$ cat src/rtl/mlm_pkg.sv
// Package for the mutex lock manager: request kinds, status codes, entry types.
// No dependencies.
package mlm_pkg;

    localparam int KIND_W = 2;
    localparam int ID_W   = 4;
    localparam int ST_W   = 4;

    localparam logic [KIND_W-1:0] K_LOCK    = 2'd0;
    localparam logic [KIND_W-1:0] K_UNLOCK  = 2'd1;
    localparam logic [KIND_W-1:0] K_INIT    = 2'd2;
    localparam logic [KIND_W-1:0] K_DESTROY = 2'd3;

    localparam logic [ST_W-1:0] ST_GRANTED  = 4'd0;
    localparam logic [ST_W-1:0] ST_QUEUED   = 4'd1;
    localparam logic [ST_W-1:0] ST_RELEASED = 4'd2;
    localparam logic [ST_W-1:0] ST_HANDOVER = 4'd3;
    localparam logic [ST_W-1:0] ST_UNINIT   = 4'd4;
    localparam logic [ST_W-1:0] ST_DEADLOCK = 4'd5;
    localparam logic [ST_W-1:0] ST_NOTOWNER = 4'd6;
    localparam logic [ST_W-1:0] ST_INUSE    = 4'd7;
    localparam logic [ST_W-1:0] ST_WAITING  = 4'd8;

    // Lock table entry.
    typedef struct packed {
        logic            ready;
        logic            held;
        logic [ID_W-1:0] owner;
        logic            hd_v;
        logic [ID_W-1:0] head;
        logic            tl_v;
        logic [ID_W-1:0] tail;
    } t_lock_ent;

    // Thread table entry.
    typedef struct packed {
        logic            wait_v;
        logic [ID_W-1:0] wait_lk;
        logic            nxt_v;
        logic [ID_W-1:0] nxt;
    } t_thr_ent;

    typedef struct packed {
        logic [ST_W-1:0] status;
        logic            woken_valid;
        logic [ID_W-1:0] woken_thread;
    } t_result;

endpackage

$ cat src/rtl/mlm_if.sv
// Valid/ready channel interfaces for requests and results.
// Depends on mlm_pkg.
interface mlm_req_if;
    logic                      valid;
    logic                      ready;
    logic [mlm_pkg::KIND_W-1:0] kind;
    logic [mlm_pkg::ID_W-1:0]   caller;
    logic [mlm_pkg::ID_W-1:0]   lock_id;
    modport source (output valid, kind, caller, lock_id, input ready);
    modport sink (input valid, kind, caller, lock_id, output ready);
endinterface

interface mlm_rsp_if;
    logic                     valid;
    logic                     ready;
    logic [mlm_pkg::ST_W-1:0] status;
    logic                     woken_valid;
    logic [mlm_pkg::ID_W-1:0] woken_thread;
    modport source (output valid, status, woken_valid, woken_thread, input ready);
    modport sink (input valid, status, woken_valid, woken_thread, output ready);
endinterface

$ cat src/rtl/mutex_lock_manager_deadlock_check.sv
// Top level of the mutex lock manager with wait-for cycle detection.
// Depends on mlm_pkg and the channel interfaces in mlm_if.sv.
//
// One request is handled at a time. A request transfer is taken in S_IDLE;
// S_RD reads the lock entry and the caller's thread entry from two
// synchronous tables (registered read data) and S_DEC decides. A lock request
// on a held lock with error checking on walks the wait-for chain through
// S_WT (test owner), S_WL (read its thread entry) and S_WO (read the
// awaited lock), for at most NUM_THREADS owners plus one final check in S_WT.
// A handover passes through S_HEAD to read the head thread's entry. S_WB
// writes the lock entry and, where needed, one thread entry; joining a
// non-empty queue adds S_LINK to link the old tail. S_OUT loads the result
// into the output register and holds while an earlier result there is not
// yet taken. Out-of-range ids go from S_RD straight to S_OUT, and refusals
// found at decode go from S_DEC to S_OUT. Valid bits beside each table make
// unwritten entries read as cleared after reset; no clearing pass is needed.
// Out-of-range ids read as uninitialized.
module mutex_lock_manager_deadlock_check #(
    parameter int NUM_THREADS = 16,
    parameter int NUM_LOCKS   = 16
) (
    input  logic i_clk,
    input  logic i_rst_n,
    input  logic i_cfg_we,
    input  logic i_cfg_wdata,
    mlm_req_if.sink   i_req,
    mlm_rsp_if.source o_rsp
);
    localparam int ID_W = mlm_pkg::ID_W;
    localparam int TW   = (NUM_THREADS > 1) ? $clog2(NUM_THREADS) : 1;
    localparam int LW   = (NUM_LOCKS > 1) ? $clog2(NUM_LOCKS) : 1;
    localparam int SW   = $clog2(NUM_THREADS + 1);

    typedef enum logic [9:0] {
        S_IDLE  = 10'b00_0000_0001,
        S_RD    = 10'b00_0000_0010,
        S_DEC   = 10'b00_0000_0100,
        S_WT    = 10'b00_0000_1000,
        S_WL    = 10'b00_0001_0000,
        S_WO    = 10'b00_0010_0000,
        S_HEAD  = 10'b00_0100_0000,
        S_WB    = 10'b00_1000_0000,
        S_LINK  = 10'b01_0000_0000,
        S_OUT   = 10'b10_0000_0000
    } t_state;

    t_state r_state, n_state;

    logic r_ec;
    logic [mlm_pkg::KIND_W-1:0] r_kind;
    logic [ID_W-1:0] r_t, r_lk;
    logic r_oor;

    // Memories
    mlm_pkg::t_lock_ent lmem [NUM_LOCKS];
    mlm_pkg::t_thr_ent  tmem [NUM_THREADS];
    logic [NUM_LOCKS-1:0]   r_lval;
    logic [NUM_THREADS-1:0] r_tval;

    // Read ports (registered data)
    logic            lrd_en, trd_en;
    logic [LW-1:0]   lrd_a;
    logic [TW-1:0]   trd_a;
    mlm_pkg::t_lock_ent r_lq;
    mlm_pkg::t_thr_ent  r_tq;
    logic r_lqv, r_tqv;
    mlm_pkg::t_lock_ent lq;
    mlm_pkg::t_thr_ent  tq;

    // Write ports
    logic            lwr_en, twr_en;
    logic [LW-1:0]   lwr_a;
    logic [TW-1:0]   twr_a;
    mlm_pkg::t_lock_ent lwr_d;
    mlm_pkg::t_thr_ent  twr_d;

    // Working copies
    mlm_pkg::t_lock_ent r_le, n_le;
    logic [ID_W-1:0] r_own, n_own;
    logic [SW-1:0]   r_steps, n_steps;
    logic            r_twe, n_twe;
    logic [TW-1:0]   r_twa, n_twa;
    mlm_pkg::t_thr_ent r_twd, n_twd;
    logic            r_link, n_link;
    logic [TW-1:0]   r_linka, n_linka;
    logic            do_enq;
    mlm_pkg::t_result r_res, n_res;
    mlm_pkg::t_result r_out;
    logic r_ovalid;
    logic out_load;

    always_ff @(posedge i_clk) begin
        if (lrd_en) r_lq <= lmem[lrd_a];
        if (trd_en) r_tq <= tmem[trd_a];
        if (lwr_en) lmem[lwr_a] <= lwr_d;
        if (twr_en) tmem[twr_a] <= twr_d;
    end

    always_ff @(posedge i_clk) begin
        if (!i_rst_n) begin
            r_lval <= '0;
            r_tval <= '0;
            r_lqv  <= 1'b0;
            r_tqv  <= 1'b0;
        end else begin
            if (lrd_en) r_lqv <= r_lval[lrd_a];
            if (trd_en) r_tqv <= r_tval[trd_a];
            if (lwr_en) r_lval[lwr_a] <= 1'b1;
            if (twr_en) r_tval[twr_a] <= 1'b1;
        end
    end

    assign lq = r_lqv ? r_lq : '0;
    assign tq = r_tqv ? r_tq : '0;

    function automatic logic t_ok(input logic [ID_W-1:0] v);
        t_ok = ({{(32-ID_W){1'b0}}, v} < NUM_THREADS);
    endfunction
    function automatic logic l_ok(input logic [ID_W-1:0] v);
        l_ok = ({{(32-ID_W){1'b0}}, v} < NUM_LOCKS);
    endfunction

    // Append a thread at the tail of a lock's queue.
    function automatic mlm_pkg::t_lock_ent enq_ent(input mlm_pkg::t_lock_ent e,
                                                   input logic [ID_W-1:0] thr);
        enq_ent = e;
        if (!e.hd_v) begin
            enq_ent.hd_v = 1'b1;
            enq_ent.head = thr;
        end
        enq_ent.tl_v = 1'b1;
        enq_ent.tail = thr;
    endfunction

    assign i_req.ready = (r_state == S_IDLE);
    assign o_rsp.valid = r_ovalid;
    assign o_rsp.status = r_out.status;
    assign o_rsp.woken_valid = r_out.woken_valid;
    assign o_rsp.woken_thread = r_out.woken_thread;

    // Load the result once the output register is free or drains this cycle.
    assign out_load = (r_state == S_OUT) && (!r_ovalid || o_rsp.ready);

    always_comb begin
        n_state = r_state;
        n_le    = r_le;
        n_own   = r_own;
        n_steps = r_steps;
        n_res   = r_res;
        n_twe   = r_twe;
        n_twa   = r_twa;
        n_twd   = r_twd;
        n_link  = r_link;
        n_linka = r_linka;
        do_enq  = 1'b0;
        lrd_en = 1'b0;
        trd_en = 1'b0;
        lrd_a = LW'(r_lk);
        trd_a = TW'(r_t);
        lwr_en = 1'b0;
        twr_en = 1'b0;
        lwr_a = LW'(r_lk);
        twr_a = r_twa;
        lwr_d = r_le;
        twr_d = r_twd;
        case (r_state)
            S_IDLE: begin
                if (i_req.valid) n_state = S_RD;
            end
            S_RD: begin
                // read lock and caller entries
                if (r_oor) begin
                    n_res = '{mlm_pkg::ST_UNINIT, 1'b0, '0};
                    n_state = S_OUT;
                end else begin
                    lrd_en = 1'b1;
                    trd_en = 1'b1;
                    n_state = S_DEC;
                end
            end
            S_DEC: begin
                n_le = lq;
                n_res = '{mlm_pkg::ST_GRANTED, 1'b0, '0};
                n_twe = 1'b0;
                n_link = 1'b0;
                n_state = S_WB;
                if (tq.wait_v) begin
                    n_res.status = mlm_pkg::ST_WAITING;
                    n_state = S_OUT;
                end else begin
                    case (r_kind)
                        mlm_pkg::K_LOCK: begin
                            if (!lq.ready) begin
                                n_res.status = mlm_pkg::ST_UNINIT;
                                n_state = S_OUT;
                            end else if (!lq.held) begin
                                n_le.held = 1'b1;
                                n_le.owner = r_t;
                            end else if (r_ec) begin
                                // start the walk at the current holder
                                n_own = lq.owner;
                                n_steps = '0;
                                n_state = S_WT;
                            end else begin
                                do_enq = 1'b1;
                            end
                        end
                        mlm_pkg::K_UNLOCK: begin
                            if (!lq.ready) begin
                                n_res.status = mlm_pkg::ST_UNINIT;
                                n_state = S_OUT;
                            end else if (!lq.held || lq.owner != r_t) begin
                                n_res.status = mlm_pkg::ST_NOTOWNER;
                                n_state = S_OUT;
                            end else if (lq.hd_v) begin
                                // fetch the head waiter for the handover
                                trd_en = t_ok(lq.head);
                                trd_a = TW'(lq.head);
                                n_state = S_HEAD;
                            end else begin
                                n_le.held = 1'b0;
                                n_le.owner = '0;
                                n_res.status = mlm_pkg::ST_RELEASED;
                            end
                        end
                        default: begin
                            if (r_kind == mlm_pkg::K_DESTROY && !lq.ready) begin
                                n_res.status = mlm_pkg::ST_UNINIT;
                                n_state = S_OUT;
                            end else if (lq.hd_v) begin
                                n_res.status = mlm_pkg::ST_INUSE;
                                n_state = S_OUT;
                            end else begin
                                n_le = '0;
                                n_le.ready = (r_kind == mlm_pkg::K_INIT);
                            end
                        end
                    endcase
                end
            end
            S_WT: begin
                // one wait-for step: test owner, fetch its thread entry
                if (r_steps == SW'(NUM_THREADS)) begin
                    do_enq = 1'b1;
                end else if (r_own == r_t) begin
                    n_res.status = mlm_pkg::ST_DEADLOCK;
                    n_state = S_OUT;
                end else if (!t_ok(r_own)) begin
                    do_enq = 1'b1;
                end else begin
                    trd_en = 1'b1;
                    trd_a = TW'(r_own);
                    n_state = S_WL;
                end
            end
            S_WL: begin
                // owner's thread entry is in tq: follow the lock it waits on
                if (!tq.wait_v || !l_ok(tq.wait_lk)) begin
                    do_enq = 1'b1;
                end else begin
                    lrd_en = 1'b1;
                    lrd_a = LW'(tq.wait_lk);
                    n_state = S_WO;
                end
            end
            S_WO: begin
                // awaited lock entry is in lq: advance to its owner
                if (!lq.held) begin
                    do_enq = 1'b1;
                end else begin
                    n_own = lq.owner;
                    n_steps = r_steps + 1'b1;
                    n_state = S_WT;
                end
            end
            S_HEAD: begin
                // pop the head waiter and make it the owner
                n_le.owner = r_le.head;
                if (t_ok(r_le.head)) begin
                    n_le.hd_v = tq.nxt_v;
                    n_le.head = tq.nxt;
                    n_twe = 1'b1;
                    n_twa = TW'(r_le.head);
                    n_twd = '0;
                end else begin
                    n_le.hd_v = 1'b0;
                    n_le.head = '0;
                end
                if (!n_le.hd_v) begin
                    n_le.tl_v = 1'b0;
                    n_le.tail = '0;
                end
                n_res = '{mlm_pkg::ST_HANDOVER, 1'b1, r_le.head};
                n_state = S_WB;
            end
            S_WB: begin
                lwr_en = 1'b1;
                twr_en = r_twe;
                n_state = r_link ? S_LINK : S_OUT;
            end
            S_LINK: begin
                // old tail gets the caller as next
                twr_en = 1'b1;
                twr_a = r_linka;
                twr_d = '{1'b1, r_lk, 1'b1, r_t};
                n_state = S_OUT;
            end
            S_OUT: begin
                if (out_load) n_state = S_IDLE;
            end
            default: n_state = S_IDLE;
        endcase
        // queue the caller behind the current holder
        if (do_enq) begin
            n_link  = n_le.hd_v;
            n_linka = TW'(n_le.tail);
            n_le    = enq_ent(n_le, r_t);
            n_twe   = 1'b1;
            n_twa   = TW'(r_t);
            n_twd   = '{1'b1, r_lk, 1'b0, '0};
            n_res.status = mlm_pkg::ST_QUEUED;
            n_state = S_WB;
        end
    end

    always_ff @(posedge i_clk) begin
        if (!i_rst_n) begin
            r_state <= S_IDLE;
            r_ec <= 1'b1;
            r_ovalid <= 1'b0;
        end else begin
            r_state <= n_state;
            if (i_cfg_we) r_ec <= i_cfg_wdata;
            if (out_load) r_ovalid <= 1'b1;
            else if (o_rsp.ready) r_ovalid <= 1'b0;
        end
    end

    always_ff @(posedge i_clk) begin
        if (r_state == S_IDLE && i_req.valid) begin
            r_kind <= i_req.kind;
            r_t    <= i_req.caller;
            r_lk   <= i_req.lock_id;
            r_oor  <= !t_ok(i_req.caller) || !l_ok(i_req.lock_id);
        end
        r_le <= n_le;
        r_own <= n_own;
        r_steps <= n_steps;
        r_twe <= n_twe;
        r_twa <= n_twa;
        r_twd <= n_twd;
        r_link <= n_link;
        r_linka <= n_linka;
        r_res <= n_res;
        if (out_load) r_out <= r_res;
    end

    // Only one request in flight.
    a_one: assert property (@(posedge i_clk) disable iff (!i_rst_n)
        (i_req.valid && i_req.ready) |=> !i_req.ready)
        else $error("second request accepted while busy");
    a_walk: assert property (@(posedge i_clk) disable iff (!i_rst_n)
        (r_state == S_WT) |-> (r_steps <= SW'(NUM_THREADS)))
        else $error("wait-for walk overran");
    a_wb: assert property (@(posedge i_clk) disable iff (!i_rst_n)
        (r_state == S_WB) |=> (r_state == S_OUT || r_state == S_LINK))
        else $error("write-back not followed by link or result");
    a_hold: assert property (@(posedge i_clk) disable iff (!i_rst_n)
        (r_ovalid && !o_rsp.ready) |=> (r_ovalid && $stable(r_out)))
        else $error("pending result changed or dropped");
    a_onehot: assert property (@(posedge i_clk) disable iff (!i_rst_n)
        $onehot(r_state))
        else $error("state register not one-hot");
endmodule

$ cat src/flat_wrapper.sv
// flat-port wrapper written by rule: the top's interface ports become plain ports
module mutex_lock_manager_deadlock_check_flat 
#(
    parameter int NUM_THREADS = 16,
    parameter int NUM_LOCKS   = 16
)
  (i_clk, i_rst_n, i_cfg_we, i_cfg_wdata, i_req_valid, i_req_kind, i_req_caller, i_req_lock_id, i_req_ready, o_rsp_valid, o_rsp_status, o_rsp_woken_valid, o_rsp_woken_thread, o_rsp_ready);
  mlm_req_if i_req_i ();
  mlm_rsp_if o_rsp_i ();
  input  logic i_clk;
  input  logic i_rst_n;
  input  logic i_cfg_we;
  input  logic i_cfg_wdata;
  input wire logic [$bits(i_req_i.valid)-1:0] i_req_valid;
  input wire logic [$bits(i_req_i.kind)-1:0] i_req_kind;
  input wire logic [$bits(i_req_i.caller)-1:0] i_req_caller;
  input wire logic [$bits(i_req_i.lock_id)-1:0] i_req_lock_id;
  output wire logic [$bits(i_req_i.ready)-1:0] i_req_ready;
  output wire logic [$bits(o_rsp_i.valid)-1:0] o_rsp_valid;
  output wire logic [$bits(o_rsp_i.status)-1:0] o_rsp_status;
  output wire logic [$bits(o_rsp_i.woken_valid)-1:0] o_rsp_woken_valid;
  output wire logic [$bits(o_rsp_i.woken_thread)-1:0] o_rsp_woken_thread;
  input wire logic [$bits(o_rsp_i.ready)-1:0] o_rsp_ready;
  assign i_req_i.valid = i_req_valid;
  assign i_req_i.kind = i_req_kind;
  assign i_req_i.caller = i_req_caller;
  assign i_req_i.lock_id = i_req_lock_id;
  assign i_req_ready = i_req_i.ready;
  assign o_rsp_valid = o_rsp_i.valid;
  assign o_rsp_status = o_rsp_i.status;
  assign o_rsp_woken_valid = o_rsp_i.woken_valid;
  assign o_rsp_woken_thread = o_rsp_i.woken_thread;
  assign o_rsp_i.ready = o_rsp_ready;
  mutex_lock_manager_deadlock_check #(.NUM_THREADS(NUM_THREADS), .NUM_LOCKS(NUM_LOCKS)) u_core (.i_clk(i_clk), .i_rst_n(i_rst_n), .i_cfg_we(i_cfg_we), .i_cfg_wdata(i_cfg_wdata), .i_req(i_req_i), .o_rsp(o_rsp_i));
endmodule
$ cat config.mk
export PLATFORM = sky130hd
export DESIGN_NAME = mutex_lock_manager_deadlock_check_flat
export DESIGN_NICKNAME = d
export VERILOG_FILES = /design/src/rtl/mlm_pkg.sv /design/src/rtl/mlm_if.sv /design/src/rtl/mutex_lock_manager_deadlock_check.sv /design/src/flat_wrapper.sv
export SDC_FILE = /design/constraint.sdc
export NUM_CORES = 1
export LEC_CHECK = 0
export BUFFER_PORTS_ARGS = -buffer_cell sky130_fd_sc_hd__clkbuf_2
export CAP_MARGIN = 20
export CORE_ASPECT_RATIO = 0.7
export CORE_MARGIN = 5
export CORE_UTILIZATION = 63
export CTS_CLUSTER_SIZE = 25
export DETAILED_ROUTE_END_ITERATION = 6
export GPL_ROUTABILITY_DRIVEN = 0
export PLACE_DENSITY = 0.78
export SYNTH_ARGS = -nofsm -noshare
export SYNTH_HDL_FRONTEND = slang
export SYNTH_SLANG_ARGS = --single-unit
$ cat constraint.sdc
create_clock -name i_clk -period 4.7 [get_ports i_clk]
set_input_delay 0.705 -clock i_clk [delete_from_list [all_inputs] [get_ports i_clk]]
set_output_delay 0.705 -clock i_clk [all_outputs]
set_load 0.01 [all_outputs]
==> results of run 1 <==
[cells by family after synthesis]
family	count (synthesis)	synth area share, %
and+or+nand+nor	630	13.4
xor gates and xnor gates	11	0.439
muxes	71	3.24
DFF	538	70.8
adders and majority gates	2	0.114
AOI/OAI and AO/OA	304	9.79
buffers and inverters	113	2.27
[area by class of cell]
type                            count  area [µm²]
Clock buffer                       67        1430
Sequential cell                   538       15500
Tap cell                          472         591
Multi-Input combinational cell   1018        6000
Fill cell                        2224       10000
Inverter                           18        68.8
Clock inverter                     27         308
Timing Repair Buffer               83         608
[cells in the mapped netlist (all sizes together) (5+ instances only)]
master  number  area, µm²
a22oi        7       52.6
nand2b       9       56.3
a211oi      82        628
nor3        10       55.1
a32oi       12        105
o21ai       32        160
o21a         8       60.1
nor2       117        439
nand4        8       80.1
a21oi       48        240
o221ai      10       87.6
dfxtp       61       1220
clkbuf      59        225
a31oi       39        244
edfxtp     477      14300
mux2i       70        701
nor4         5       76.3
and2        87        544
a311oi      32        280
inv         16       60.1
nand2      315       1180
buf         36        205
nor2b        9       56.3
and3         5       36.3
xor2        10       87.6
nand3       42        223
[registers in the layout, summed over array words and instances, names as in the netlist, 4 cells and up]
| name | flops |
|---|---|
| u_core.lmem | 240 |
| u_core.lwr_a | 4 |
| u_core.lwr_d | 15 |
| u_core.o_rsp.status | 4 |
| u_core.o_rsp.woken_thread | 4 |
| u_core.r_linka | 4 |
| u_core.r_lq | 15 |
| u_core.r_lval | 16 |
| u_core.r_own | 4 |
| u_core.r_res | 9 |
| u_core.r_state | 10 |
| u_core.r_steps | 5 |
| u_core.r_t | 4 |
| u_core.r_tq | 10 |
| u_core.r_tval | 16 |
| u_core.r_twa | 4 |
| u_core.r_twd | 5 |
| u_core.tmem | 160 |
[where the power goes]
group          internal [mW]  total, mW  leakage (nW)  switching, mW
sequential              5.16       5.20          5.15         0.0339
combinational          0.161      0.489          2.74          0.328
clock                   2.52       4.22         0.848           1.71
total                   7.84       9.91          8.74           2.07
[worst paths after layout]
kind	cells after the start	from	slack, ns	to
worst max-delay path	12	u_core.r_state[7]$_SDFFE_PN0P_	0.75	u_core.r_tq[1]$_DFFE_PP_
worst min-delay path	1	i_req_kind[0]	0.32	u_core.r_kind[0]$_DFFE_PP_
worst max register to register	12	u_core.r_state[7]$_SDFFE_PN0P_	0.75	u_core.r_tq[1]$_DFFE_PP_
worst min register to register	0	u_core.r_res[0]$_SDFFCE_PN0P_	0.42	u_core.o_rsp.woken_thread[0]$_DFFE_PP_
[routing by layer]
| metal | GRT usage, % | vias up |
|---|---|---|
| li1 | - | 6311 |
| met1 | 40.9 | 6847 |
| met2 | 37.6 | 830 |
| met3 | 8.19 | 94 |
| met4 | 6.16 | 0 |
| met5 | 0 | - |
[stage by stage]
stage               power (mW)  utilization [%]
floorplan                 5.63                -
global placement          5.76             66.0
detailed placement        5.78             66.0
CTS                       9.96             71.0
global route              10.2             71.0
finish                    9.91             71.0
[worst max-delay path: stages (launching register included)]
cell	delay, ns
dfxtp_1	0.36
nor4_4	0.57
nand3_4	0.29
clkinv_2	0.21
nand4_4	0.19
mux2i_1	0.23
nand2_1	0.49
buf_4	0.42
buf_4	0.23
nand2_1	0.08
nand2_1	0.05
o21ai_1	0.34
o221ai_1	0.19
==> key figures, run 1 <==
Placed design
  • Post-DP Area: 22800 µm²
  • Port bufs: 26
  • Placed cell count: 2129
  • DP Wirelength: 32300 µm
  • Pre-CTS setup slack: 0.842 ns

GRT
  • Number of global-route vias before repair: 13.3k
  • Gr usage total: 26.6%
  • Antenna violations before repair: 0
  • Congestion Overflow GR: 0
  • Pin count of the biggest net entering global routing: 123
  • First-pass GRT wire length: 78500 µm

Clock tree
  • Post-CTS setup buffers: 0
  • Worst-path clk slew: 0.06 ns
  • CTS H-tree lvls: 2
  • Post-CTS Hold Fix Bufs: 0
  • Worst-case clock buffer depth: 3
  • CTS tree: built
  • Clock sinks: 538
  • Post_cts resized: 0
  • Worst skew pair latency: 0.58 ns
  • Num CTS Buffers: 50
  • CTS root buffer: clkbuf_16

Floorplanning
  • Row Count: 57
  • Die ar.: 38800 µm²
  • DIE HEIGHT: 166 µm
  • Core Box Area: 34600 µm²
  • IO Count: 27
  • Starting Density: 63.5%
  • Die width: 233 µm

Logic synthesis
  • Synthesized area: 22000 µm²
  • Synthesized area per cell: 13.2 µm²
  • Synthesis Warnings: 0
  • Top FF cell, synth: edfxtp_1
  • Sequential share of the synthesized area: 70.8%
  • Number of library cell types mapped by synthesis: 72
  • Mapped Cells: 1669
  • Post-synth EDFFs: 477
  • Synth Register Bits: 538
  • Syn_nets: 1687
  • Post-synthesis async set-or-reset flop share: 0%

Final layout
  • Nets: 1727
  • Layout cells sized above 1: 10.7%
  • Final instance area: 24600 µm²
  • Most frequent cells in the layout: 477 x edfxtp_1, 315 x nand2_1, 113 x nor2_1, 81 x a211oi_1, 67 x and2_1
  • Commonest non-fill, non-tap cell in the layout: edfxtp_1
  • Diode count: 0
  • Synthesis-to-layout area growth: 11.8%
  • Final Non-Filler Cells: 2223

Worst setup path
  • CP Class: flip-flop to flip-flop
  • CP endpoint kind: flip-flop
  • Required time of the critical path: 4.99 ns
  • Crit-path max FO: 21
  • Crit path DAT: 4.24 ns
  • Critical Path Source Type: flip-flop

Timing
  • Setup Skew: 0.0266 ns
  • WHS: 0.316 ns
  • Fin. Hold Viols: 0
  • Max Clk Rate: 0.253 GHz
  • Crit path time final: 3.95 ns
  • Slew Viols, Final: 0
  • # setup viols final: 0
  • Worst Max-Slew Pin Slew: 1.17 ns
  • Setup ws final: 0.748 ns
  • Setup_tns: 0 ns
  • Slew HR: 21.7%
  • Period utilization: 84.1%
  • RSZ-0062 raised after global routing: false

Drt
  • Met3 wire len: 6570 µm
  • Vias: 14.1k
  • Vias per cell: 6.33
  • Total wire length: 52000 µm
  • Top layer in use: met4
  • DR pass1 iterations: 5
  • Detailed router's first-iteration violation count: 1936
  • Met1 WL: 22000 µm
  • DRC Markers: 0
  • Wirelength per Cell: 23.4 µm
  • DRT antenna net count: 0
  • Met2 Routed Length: 22500 µm

Status
  • Status: finished, final reports clean

Pwr
  • Pleak: 8.74 nW
  • Power Density: 404 nW/µm²
  • Peak VDD IR: 0.423 mV

Flow run
  • Maximum capacitance violations: 0

Worst hold path
  • Hold Crit Class: input port to flip-flop
(Power assumes the default switching activity.)
==> inputs of run 2 (changes only) <==
--- a/config.mk
+++ b/config.mk
@@ -5,6 +5,7 @@
 export SDC_FILE = /design/constraint.sdc
 export NUM_CORES = 1
 export LEC_CHECK = 0
+export ABC_AREA = 1
 export BUFFER_PORTS_ARGS = -buffer_cell sky130_fd_sc_hd__clkbuf_2
 export CAP_MARGIN = 20
 export CORE_ASPECT_RATIO = 0.7
==> constraint.sdc (replaced) <==
create_clock -name i_clk -period 3.95 [get_ports i_clk]
set_input_delay 0.5925 -clock i_clk [delete_from_list [all_inputs] [get_ports i_clk]]
set_output_delay 0.5925 -clock i_clk [all_outputs]
set_load 0.01 [all_outputs]
==> key figures, run 2 <==
Status
  • Status: finished with violations
  • Violated checks: DRC

Final layout
  • Diode count: 0
  • Multi-input combinational cell area: 5810 µm²
  • Max reg flops: 240
  • Final Non-Filler Cells: 2487
  • Storage element area: 15500 µm²
  • Synthesis-to-layout area growth: 10.5%
  • Most frequent cells in the layout: 477 x edfxtp_1, 332 x nor2_1, 257 x nand3_1, 216 x nand2_1, 171 x o21ai_0
  • Final instance area: 24500 µm²
  • Layout cells sized above 1: 10.2%
  • Commonest non-fill, non-tap cell in the layout: edfxtp_1
  • Fill cell count: 2348
  • Reg with most FFs: u_core.lmem
  • Nets: 1993
  • Final Util: 70.6%
  • Biggest regs: u_core.lmem (240), u_core.tmem (160)

Clock tree
  • Post-CTS setup buffers: 0
  • CTS root buffer: clkbuf_16
  • Num CTS Buffers: 49
  • Post-CTS Hold Fix Bufs: 0
  • Worst-case clock buffer depth: 3
  • Worst-path clk slew: 0.06 ns
  • Worst skew pair latency: 0.58 ns
  • CTS H-tree lvls: 2
  • CTS tree: built
  • Post_cts resized: 0
  • Clock sinks: 538

Timing
  • WHS: 0.189 ns
  • RSZ-0062 raised after global routing: false
  • Slew Viols, Final: 0
  • Fin. Hold Viols: 0
  • Setup Skew: 0.0267 ns
  • # setup viols final: 0
  • Worst Max-Slew Pin Slew: 1.04 ns
  • Max Clk Rate: 0.283 GHz
  • Setup_tns: 0 ns
  • Period utilization: 89.5%
  • Setup ws final: 0.417 ns
  • Slew HR: 30.0%
  • Crit path time final: 3.53 ns

Worst setup path
  • CP Class: flip-flop to flip-flop
  • Crit path DAT: 3.85 ns
  • Crit-path slowest cell: inv_2
  • Reg-to-reg critical path endpoint: u_core.r_lq[13]$_DFFE_PP_
  • Crit path buffers/inverters: 3
  • Critical Path Source Type: flip-flop
  • Reg-to-Reg Start: u_core.r_tqv$_SDFFE_PN0P_
  • Setup crit end: u_core.r_lq[13]$_DFFE_PP_
  • Crit-path cells: nand2_2 > inv_1 > nand2_1 > clkinv_1 > o21ai_2 > inv_2 > o21ai_0 > o221ai_1 > o21ai_1
  • Crit path from: u_core.r_tqv$_SDFFE_PN0P_
  • Crit-path max FO: 47
  • Crit path max-delay family: buffers and inverters
  • CP endpoint kind: flip-flop
  • WP depth: 9
  • CP max stage delay: 0.68 ns
  • Reg2Reg Setup Slack: 0.42 ns
  • Required time of the critical path: 4.26 ns
  • Worst r2r path cells: 9

Drt
  • Wirelength per Cell: 22.0 µm
  • Total wire length: 54700 µm
  • Detailed router's first-iteration violation count: 2736
  • DRC Markers: 1
  • Vias: 15.7k
  • DR pass1 iterations: 7
  • Vias per cell: 6.31
  • DRT antenna net count: 0

Flow run
  • Maximum capacitance violations: 0

Floorplanning
  • Starting Density: 63.9%
  • DIE HEIGHT: 167 µm
  • Die width: 234 µm
  • Die ar.: 39100 µm²
  • IO Count: 27
  • Row Count: 57
  • Core Box Area: 34700 µm²

Logic synthesis
  • Sequential share of the synthesized area: 70.0%
  • Post-synthesis mux area share: 0%
  • Syn_nets: 1958
  • Mapped Cells: 1940
  • Yosys top cell area share: 64.5%
  • Most common cell in the netlist: edfxtp_1
  • Post-synthesis simple-gate area fraction: 17.2%
  • Most common library cells after synthesis: 477 x edfxtp_1, 338 x nor2_1, 257 x nand3_1, 216 x nand2_1, 171 x o21ai_0
  • Post-synth EDFFs: 477
  • Synth Register Bits: 538
  • Synthesized area: 22200 µm²
  • Largest family of logic cells by synthesized area: simple AND/OR/NAND/NOR gates
  • Compound-Gate Fraction of Synth Area: 8.43%
  • Adder-Cell Fraction of Synth Area: 0.113%
  • Number of library cell types mapped by synthesis: 49
  • Largest area contributor in the netlist: edfxtp_1
  • Synthesis Warnings: 0
  • XOR/XNOR share of the synthesized area: 0.276%
  • Main area contributors after synthesis: edfxtp_1 65%, nand3_1 5.8%, nor2_1 5.7%
  • Post-synthesis async set-or-reset flop share: 0%
  • Synthesized area per cell: 11.4 µm²
  • Top FF cell, synth: edfxtp_1

GRT
  • Congestion Overflow GR: 0
  • First-pass GRT wire length: 84100 µm
  • Number of global-route vias before repair: 14.7k
  • Gr usage total: 27.8%
  • Pin count of the biggest net entering global routing: 129
  • Antenna violations before repair: 0

Placed design
  • Pre-CTS setup slack: 0.647 ns
  • Placed cell count: 2395
  • Port bufs: 26
  • DP Wirelength: 32700 µm
  • Post-DP Area: 23000 µm²

Worst hold path
  • Hold Crit Class: input port to flip-flop

Pwr
  • Pleak: 8.53 nW
  • Peak VDD IR: 0.337 mV
  • Power Density: 499 nW/µm²
  • Pwr Total: 12.3 mW
run 2: changes by cell type in the layout (fill, tap and decap cells not counted), sizes merged, moves of 70 or more:
cell,before,now
nand2,315,223
nor2,117,345
o21ai,32,218
and2,87,0
mux2i,70,0
nand3,42,259
inv,16,99
a211oi,82,0
run 2: logic make-up (layout without fill, tap and decap cells):
family                   Yosys count  after routing
AND/OR/NAND/NOR                  876            876
AO/OA/AOI/OAI                    315            315
adder cells (fa/ha/maj)            2              2
buffers and inverters            202            277
XOR/XNOR                           7              7
flip-flops                       538            538
run 2: worst min path at each step:
stage | depth (start not counted) | slack [ns] | from | end
6_report | 1 | 0.19 | i_req_lock_id[0] | u_core.lwr_a[0]$_DFFE_PP_
2_1_floorplan | 0 | 0.40 | u_core.r_res[0]$_SDFFCE_PN0P_ | u_core.o_rsp.woken_thread[0]$_DFFE_PP_
4_1_cts | 1 | 0.17 | i_req_lock_id[0] | u_core.lwr_a[0]$_DFFE_PP_
5_1_grt | 1 | 0.18 | i_req_lock_id[0] | u_core.lwr_a[0]$_DFFE_PP_
3_5_place_dp | 0 | 0.41 | u_core.r_res[3]$_SDFFCE_PN0P_ | u_core.o_rsp.woken_thread[3]$_DFFE_PP_
3_3_place_gp | 0 | 0.40 | u_core.r_res[4]$_DFFE_PP_ | u_core.o_rsp.woken_valid$_DFFE_PP_
run 2: cell type report:
| class | count | share of cell area, % |
|---|---|---|
| repair buffers | 86 | 2.69 |
| well taps | 472 | 2.41 |
| flip-flops and latches | 538 | 63.4 |
| multi-input cells | 1200 | 23.7 |
| inverters | 100 | 1.54 |
| clock buffers | 68 | 5.45 |
| clock inverters | 23 | 0.872 |
run 2: worst reg2reg max path, stage by stage, from the launching register on:
cell and delay [ns]:
dfxtp_1 0.58, nand2_2 0.29, inv_1 0.43, nand2_1 0.36, clkinv_1 0.16, o21ai_2 0.07
inv_2 0.68, o21ai_0 0.26, o221ai_1 0.33, o21ai_1 0.12
run 2: where the power goes:
part / switching (mW) / internal [mW] / total, mW
logic: 0.883 / 0.375 / 1.26
clock network: 1.99 / 2.63 / 4.62
registers: 0.110 / 6.27 / 6.38
total: 2.98 / 9.27 / 12.3
run 2: metal layers:
| layer | vias up | wire length [µm] | GRT usage (%) |
|---|---|---|---|
| met4 | 0 | 1210 | 7.28 |
| met3 | 115 | 6870 | 6.06 |
| met5 | - | 0 | 0 |
| met2 | 1070 | 24400 | 40.4 |
| met1 | 7512 | 22200 | 43.4 |
| li1 | 6992 | - | - |
==> inputs of run 3 (changes only) <==
--- a/config.mk
+++ b/config.mk
@@ -14,7 +14,9 @@
 export CTS_CLUSTER_SIZE = 25
 export DETAILED_ROUTE_END_ITERATION = 6
 export GPL_ROUTABILITY_DRIVEN = 0
-export PLACE_DENSITY = 0.78
+export MAX_ROUTING_LAYER = met4
+export PLACE_DENSITY = 0.8
+export SETUP_SLACK_MARGIN = 0.15
 export SYNTH_ARGS = -nofsm -noshare
 export SYNTH_HDL_FRONTEND = slang
 export SYNTH_SLANG_ARGS = --single-unit
==> key figures, run 3 (same netlist as run 2, synthesis figures left out) <==
Pwr
  • P_int: 9.72 mW
  • Pwr Total: 12.8 mW
  • Pleak: 8.63 nW
  • Power Density: 516 nW/µm²
  • Clock share of power: 40.0%
  • Seq pwr share: 49.8%
  • Net Sw Frac: 24.0%
  • Sw Pwr: 3.06 mW
  • Peak VDD IR: 0.355 mV
  • Logic pwr share: 10.1%

Final layout
  • Synthesis-to-layout area growth: 11.5%
  • Max reg flops: 240
  • Biggest regs: u_core.lmem (240), u_core.tmem (160)
  • Final Util: 71.3%
  • Commonest non-fill, non-tap cell in the layout: edfxtp_1
  • Layout cells sized above 1: 10.9%
  • Reg with most FFs: u_core.lmem
  • Nets: 1995
  • Most frequent cells in the layout: 477 x edfxtp_1, 332 x nor2_1, 257 x nand3_1, 216 x nand2_1, 171 x o21ai_0

Timing
  • Max Clk Rate: 0.289 GHz
  • Worst Max-Slew Pin Slew: 1.04 ns
  • Period utilization: 87.7%
  • Slew HR: 30.7%
  • Setup_tns: 0 ns
  • Slew Viols, Final: 0
  • Setup Skew: 0.0295 ns
  • Fin. Hold Viols: 0
  • # setup viols final: 0
  • RSZ-0062 raised after global routing: false
  • Crit path time final: 3.47 ns

Drt
  • Total wire length: 55700 µm
  • Vias per cell: 6.39
  • Wirelength per Cell: 22.4 µm
  • Detailed router's first-iteration violation count: 2776
  • Vias: 15.9k
  • DR pass1 iterations: 7
  • DRT antenna net count: 0
  • DRC Markers: 5

Worst setup path
  • Crit-path cells: nand2_2 > a21oi_2 > nand3_1 > nor2_2 > nand3_1 > nand2_1 > nand2_1 > nand2_2 > buf_4 > nand3_1 > nand3_1 > nand3_1 > nand2_1 > nor2_1 > a31oi_1
  • Crit path max-delay family: simple AND/OR/NAND/NOR gates
  • Critical Path Source Type: flip-flop
  • CP max stage delay: 0.73 ns
  • Crit-path max FO: 88
  • Crit path DAT: 3.83 ns
  • Crit-path slowest cell: buf_4
  • Required time of the critical path: 4.31 ns
  • CP Class: flip-flop to flip-flop
  • Crit path buffers/inverters: 1
  • Most used cell along the critical path: nand3_1
  • CP endpoint kind: flip-flop

Floorplanning
  • IO Count: 27
  • Die width: 234 µm
  • Starting Density: 63.9%
  • Row Count: 57
  • Core Box Area: 34700 µm²
  • Die ar.: 39100 µm²
  • DIE HEIGHT: 167 µm

GRT
  • Pin count of the biggest net entering global routing: 129
  • Gr usage total: 28.9%
  • First-pass GRT wire length: 85200 µm
  • Congestion Overflow GR: 0
  • Number of global-route vias before repair: 14.8k
  • Antenna violations before repair: 2

Placed design
  • Port bufs: 26
  • DP Wirelength: 33300 µm

Worst hold path
  • Hold Crit Class: input port to flip-flop

Flow run
  • Maximum capacitance violations: 0

Clock tree
  • CTS tree: built
  • Num CTS Buffers: 48
  • Post-CTS Hold Fix Bufs: 0
  • Clock sinks: 538
  • Worst-path clk slew: 0.06 ns
  • Post-CTS setup buffers: 0
  • CTS H-tree lvls: 2
  • Post_cts resized: 0
  • CTS root buffer: clkbuf_16
  • Worst skew pair latency: 0.57 ns
  • Worst-case clock buffer depth: 3

Status
  • Status: finished with violations
  • Violated checks: DRC
run 3: final timing paths:
path / from / to / slack [ns] / cells past startpoint
worst min-delay path: i_req_lock_id[0] / u_core.lwr_a[0]$_DFFE_PP_ / 0.21 / 1
worst max-delay path: u_core.r_lqv$_SDFFE_PN0P_ / u_core.r_tq[2]$_DFFE_PP_ / 0.48 / 15
worst max register to register: u_core.r_lqv$_SDFFE_PN0P_ / u_core.r_tq[2]$_DFFE_PP_ / 0.48 / 15
worst min register to register: u_core.r_res[4]$_DFFE_PP_ / u_core.o_rsp.woken_valid$_DFFE_PP_ / 0.42 / 0
run 3: final cells by class:
class | count | area [µm²]
antenna | 2 | 5.00
tap | 472 | 591
clock inverter | 24 | 389
fill | 2243 | 9970
multi-input combinational | 1200 | 5810
clock buffer | 65 | 1360
inverter | 100 | 378
sequential | 538 | 15500
timing repair buffer | 89 | 682
run 3: metrics by stage:
step / instances / hold WS [ns] / setup slack, ns / area, µm²
after floorplan: 1940 / 0.400 / 1.24 / 22200
after global placement: 2398 / 0.404 / 0.778 / 23000
after detailed placement: 2398 / 0.405 / 0.669 / 23000
after CTS: 2487 / 0.186 / 0.605 / 24700
after global routing: 2490 / 0.194 / 0.239 / 24800
final: 2490 / 0.206 / 0.485 / 24800
run 3: worst register-to-register path, stage by stage, from the launching register on:
cell and delay, ns:
dfxtp_1 0.57, nand2_2 0.17, a21oi_2 0.17, nand3_1 0.10, nor2_2 0.21, nand3_1 0.10, nand2_1 0.10, nand2_1 0.08
nand2_2 0.10, buf_4 0.73, nand3_1 0.25, nand3_1 0.13, nand3_1 0.08, nand2_1 0.11, nor2_1 0.05, a31oi_1 0.30
run 3: routing by layer:
metal / part of all wire [%] / GRT usage (%) / vias up
li1: - / - / 7000
met5: 0 / - / -
met4: 2.6 / 7.48 / 0
met2: 43 / 40.2 / 1191
met1: 40 / 43.8 / 7586
met3: 14 / 6.50 / 144
run 3: power by group through the flow:
stage	sequential, mW	combinational [mW]	clock [mW]
floorplan	6.44	0.911	0
global placement	6.48	1.21	0
detailed placement	6.49	1.25	0
CTS	6.37	1.27	5.14
global route	6.38	1.41	5.41
finish	6.37	1.29	5.12
